File: src/design/jrs_pkg.sv
// ----------------------------------------------------------------------------
// jrs_pkg
// Shared constants, controller states and the command and status words that
// pass between the Josephus ring controller and its datapath.
// ----------------------------------------------------------------------------
package jrs_pkg;

  localparam int MAX_RING_DEF = 1024;
  localparam int SIZE_W       = 11;
  localparam int STEP_W       = 11;
  localparam int SURV_W       = 10;

  typedef enum logic [2:0] {
    ST_IDLE,
    ST_LINK,
    ST_READ,
    ST_EVAL,
    ST_DONE
  } jrs_state_t;

  typedef struct packed {
    logic load;
    logic link;
    logic read;
    logic eval;
    logic finish;
  } jrs_cmd_t;

  typedef struct packed {
    logic link_last;
    logic rem_one;
    logic out_free;
  } jrs_status_t;

endpackage

File: src/design/jrs_ctrl.sv
// ----------------------------------------------------------------------------
// jrs_ctrl
// Sequencer for one request: load, build the ring, then alternate link reads
// and count/unlink steps until one entry remains, then hand off the result.
// ----------------------------------------------------------------------------
module jrs_ctrl (
  input  logic                clk,
  input  logic                rst,
  input  logic                in_valid,
  output logic                in_ready,
  input  jrs_pkg::jrs_status_t status,
  output jrs_pkg::jrs_cmd_t    cmd
);

  jrs_pkg::jrs_state_t state, state_next;

  always_ff @(posedge clk) begin
    if (rst) begin
      state <= jrs_pkg::ST_IDLE;
    end else begin
      state <= state_next;
    end
  end

  always_comb begin
    state_next = state;
    cmd        = '0;
    in_ready   = 1'b0;
    unique case (state)
      jrs_pkg::ST_IDLE: begin
        in_ready = 1'b1;
        if (in_valid) begin
          cmd.load   = 1'b1;
          state_next = jrs_pkg::ST_LINK;
        end
      end
      jrs_pkg::ST_LINK: begin
        cmd.link = 1'b1;
        if (status.link_last) begin
          state_next = jrs_pkg::ST_READ;
        end
      end
      jrs_pkg::ST_READ: begin
        if (status.rem_one) begin
          state_next = jrs_pkg::ST_DONE;
        end else begin
          cmd.read   = 1'b1;
          state_next = jrs_pkg::ST_EVAL;
        end
      end
      jrs_pkg::ST_EVAL: begin
        cmd.eval   = 1'b1;
        state_next = jrs_pkg::ST_READ;
      end
      jrs_pkg::ST_DONE: begin
        if (status.out_free) begin
          cmd.finish = 1'b1;
          state_next = jrs_pkg::ST_IDLE;
        end
      end
      default: begin
        state_next = jrs_pkg::ST_IDLE;
      end
    endcase
  end

endmodule

File: config.mk
export PLATFORM = sky130hd
export DESIGN_NAME = jrs_ctrl
export DESIGN_NICKNAME = d
export VERILOG_FILES = /design/src/design/jrs_pkg.sv /design/src/design/jrs_ctrl.sv
export SDC_FILE = /design/constraint.sdc
export NUM_CORES = 1
export LEC_CHECK = 0
export BUFFER_PORTS_ARGS = -buffer_cell sky130_fd_sc_hd__buf_2
export CAP_MARGIN = 20
export CORE_AREA = 2 2 39 41
export DETAILED_ROUTE_END_ITERATION = 7
export DIE_AREA = 0 0 41 43
export PLACE_DENSITY = 0.31
export SLEW_MARGIN = 20
export SYNTH_ARGS = -nofsm -noshare
export SYNTH_HDL_FRONTEND = slang
export SYNTH_SLANG_ARGS = --single-unit
export TNS_END_PERCENT = 1
File: constraint.sdc
create_clock -name clk -period 2.39 [get_ports clk]
set_input_delay 0.1195 -clock clk [delete_from_list [all_inputs] [get_ports clk]]
set_output_delay 0.1195 -clock clk [all_outputs]
set_load 0.005 [all_outputs]
# Word level (Yosys, flattened, before mapping)
# Index checks and enable logic that the tools add are counted.
# Widths: inputs -> output; s select.
# totals
reg_bits	3
input_bits	6
elab_cells	24
# classes
n_eq_ne	7
muxes	14
n_reduce_logical	2
# op_table
cell	count
$pmux 3 s5	1
$mux 3	4
$mux 1	9
$eq 3x2->1 const B	2
$ne 2x2->1 const B	3
$eq 3x1->1 const B	1
$eq 3x3->1 const B	1
$logic_not 3->1	1
$reduce_and 3->1	1

# Longest topological paths before layout
# logic_depth
depth_word	3
ltp_mapped	4
ltp_nobuf	3

# Worst setup path before layout
# OpenSTA, ideal clock, no wires.
# synth_timing
path_kind	reg2reg
from	reg state[1]
to	reg state[0]
t_arrival_ns	1.012
t_required_ns	2.311
setup_slack_ns	1.299
path_stages_with_launch	4
n_path_buf	0
path_cell_list	dfxtp_1 -> inv_2 -> or3_1 -> a211oi_2
# synth_between
elab_chain_cells	3
word_cells_on_any_way	10
cone_classes	eq/ne (7); mux (1); reduce/logical (2)
# synth_rtl
item	line	source
start: declaration	jrs_ctrl.sv:15	jrs_pkg::jrs_state_t state, state_next;
start signal: assignment	jrs_ctrl.sv:19	state <= jrs_pkg::ST_IDLE;
start signal: assignment	jrs_ctrl.sv:21	state <= state_next;
$eq 3x1->1, or another cell as far along	jrs_ctrl.sv:29	unique case (state)
$ne 2x2->1 (no source line)	-	
$reduce_and 3->1 (no source line)	-	
# Parallel ways exist; a longest one is shown, timed or not.
# A chain may end at the register's enable or synchronous reset.

==> results.sh <==
export IMPL_status="completed"
export IMPL_max_clock_path_buffers=2
export IMPL_crit_required_ns=2.27
export IMPL_startpoint_type="flop"
export IMPL_synth_nets=29
export IMPL_synth_ff_latch_count=3
export IMPL_grt_max_degree=11
export IMPL_min_delay_start="rst"
export IMPL_critPathMaxStageDelay_ns=0.44
export IMPL_largest_register="state"
export IMPL_power_share_sequential_pct=34.5
export IMPL_cts_tree="built"
export IMPL_gpl_final_weighted_congestion=0.676
export IMPL_largest_reg_flops=3
export IMPL_timing_max_cap_violations=0
export IMPL_timing_hold_violations_final=0
export IMPL_power_per_cell_area_nw_per_um2=642
export IMPL_ys_warnings_count=0
export IMPL_p_leak_nw=0.123
export IMPL_drc=0
export IMPL_worst_r2r_cell_count=3
export IMPL_maxClockFrequency_mhz=782
export IMPL_global_route_usage_total_pct=7.91
export IMPL_critical_path_slowest_cell="sky130_fd_sc_hd__dfxtp_1"
export IMPL_core_area_um2=1380
export IMPL_synth_cell_types=16
export IMPL_maxSlewViolCount=0
export IMPL_synth_cells=23
export IMPL_whs_path_depth=2
export IMPL_dr_pass1_iters=2
export IMPL_drive_above_1_share_pct=48.6
export IMPL_std_cell_rows=14
export IMPL_comb_power_share_pct=16.2
export IMPL_postLayoutCellArea_um2=275
export IMPL_final_period_utilization_pct=53.5
export IMPL_die_ar_um2=1760
export IMPL_cts_buf_count=3
export IMPL_fin_total_pwr_w=0.000177
export IMPL_worst_ir_drop_vdd_mv=0.226
export IMPL_worst_r2r_startpoint="state[1]"
export IMPL_postCtsResizedCells=0
export IMPL_wire_length_of_the_first_global_routing_pass_um=897
export IMPL_antenna_diode_count=0
export IMPL_clock_power_share_pct=49.4
export IMPL_critical_path_n_buffers_inverters=2
export IMPL_area_growth_synth_to_final_pct=54.9
export IMPL_syn_cell_area_um2=178
export IMPL_final_setup_viol_count=0
export IMPL_timing_max_slew_rel_slack_pct=80.0
export IMPL_total_switching_power_w=0.0000447
export IMPL_ios=12
export IMPL_largestRegisters="state (3)"
export IMPL_layout_commonest_cell="sky130_fd_sc_hd__buf_2"
export IMPL_skew_pair_late_insertion_delay_ns=0.23
export IMPL_fin_worst_skew_ns=0.00369
export IMPL_clk_root_buffer_cell="sky130_fd_sc_hd__clkbuf_4"
export IMPL_setup_reg_to_reg_worst_slack_ns=1.20
export IMPL_clock_tree_htree_level_count=1
export IMPL_dpl_instance_area_um2=249
export IMPL_worst_path_max_fanout=7
export IMPL_drt_initial_drc_count=3
export IMPL_grt_overflow_total=0
export IMPL_routed_wire_length_per_instance_um=9.36
export IMPL_min_to="state[0]"
export IMPL_rsz0062_at_grt="no"
export IMPL_clk_pin_slew_worst_paths_ns=0.04
export IMPL_cellInternalPower_w=0.000132
export IMPL_critical_path_at_ns=1.16
export IMPL_syn_mean_instance_area_um2=7.72
export IMPL_measured_slew_at_the_worst_slew_check_pin_ns=0.300
export IMPL_routed_wl_um=496
export IMPL_worst_setup_path_type="flop to primary output"
export IMPL_cts_sinks=3
export IMPL_vias_in_the_first_global_route=216
export IMPL_post_cts_hold_buffer_count=0
export IMPL_finalWorstPathRequiredPeriod_ns=1.28
export IMPL_chipHeight_um=43
export IMPL_kind_of_path_behind_the_tightest_hold_check="input pin to flop"
export IMPL_final_antenna_net_count=0
export IMPL_cp_top_family="flip-flops"
export IMPL_setup_tns_final_ns=0
export IMPL_timing_rr_end="state[0]"
export IMPL_sequential_area_share_after_synthesis_pct=33.8
export IMPL_io_buffer_count=11
export IMPL_worstPathCellList="inv_2 > nor4_1 > buf_2"
export IMPL_dpl_hpwl_um=369
export IMPL_most_common_layout_cells="sky130_fd_sc_hd__buf_2 (11), sky130_fd_sc_hd__nor3_1 (3), sky130_fd_sc_hd__clkbuf_4 (3), sky130_fd_sc_hd__dfxtp_1 (3)"
export IMPL_numnets_final=44
export IMPL_worstSetupEndpointType="primary output"
export IMPL_die_width_um=41
export IMPL_via_per_inst=4.04
export IMPL_post_cts_repair_setup_buffers=0
export IMPL_routed_via_count=214
export IMPL_grt_antenna_before_repair=0
export IMPL_sw_frac_of_total_pct=25.3
export IMPL_start_util_pct=12.8
export IMPL_n_fill_cell=163
worst max-delay path by stage:
| stage | from | endpoint | slack (ns) | depth (start not counted) |
|---|---|---|---|---|
| 6_report | state[1] | cmd[2] | 1.11 | 3 |
| 5_1_grt | state[1] | cmd[2] | 1.0 | 3 |
| 4_1_cts | state[1] | cmd[2] | 1.10 | 3 |
| 3_5_place_dp | state[1] | state[0] | 1.23 | 3 |
| 3_3_place_gp | state[1] | state[0] | 1.21 | 3 |
| 2_1_floorplan | state[1] | state[0] | 1.30 | 3 |
synthesized netlist by cell type, drive strengths merged:
cell type	instances	share of area, %
dfxtp	3	34
inv	3	6.3
nor3	3	8.4
a211oi	2	11
and3	2	8.4
nand2	2	4.2
a31oi	1	3.5
and2	1	3.5
clkbuf	1	2.1
nor3b	1	4.2
nor4	1	3.5
o211ai	1	4.2
o21ai	1	2.8
or3	1	3.5
cell type report:
cell class              instances  area [um^2]  area share, %
clock buffers                   4         26.3           9.55
well taps                      16         20.0           7.27
flip-flops and latches          3         60.1           21.8
multi-input cells              16          103           37.3
repair buffers                 11         55.1           20.0
inverters                       3         11.3           4.09
power groups by stage:
stage               combinational, W  sequential (W)   clock, W
floorplan                  0.0000185       0.0000567          0
global placement           0.0000300       0.0000614          0
detailed placement         0.0000288       0.0000612          0
CTS                        0.0000291       0.0000605  0.0000928
global route               0.0000318       0.0000619  0.0000996
finish                     0.0000286       0.0000610  0.0000873
metrics by stage:
step | util (%) | std cells | worst slack (ns) | hold WS [ns]
final | 19.9 | 53 | 1.11 | 0.0778
after global routing | 19.9 | 53 | 0.999 | 0.0718
after CTS | 19.9 | 53 | 1.10 | 0.0657
after detailed placement | 18.0 | 49 | 1.23 | 0.314
after global placement | 18.0 | 49 | 1.21 | 0.328
after floorplan | - | 23 | 1.30 | 0.184
cells by family (layout without fill, tap and decap cells):
logic type      after synthesis  in the layout  share of synthesized area (%)
flops                         3              3                           33.8
compound gates                5              5                           21.8
buf+inv                       4             18                           8.45
simple gates                 11             11                           35.9
layer usage:
layer	GRT usage, %	vias up	routed length, um	part of all wire [%]
met2	8.44	9	211	43
met1	10.8	94	253	51
li1	-	111	-	-
met4	6.00	0	0	0
met5	0	-	0	0
met3	4.71	0	31	6.3
Power figures use the tool's default switching activity.
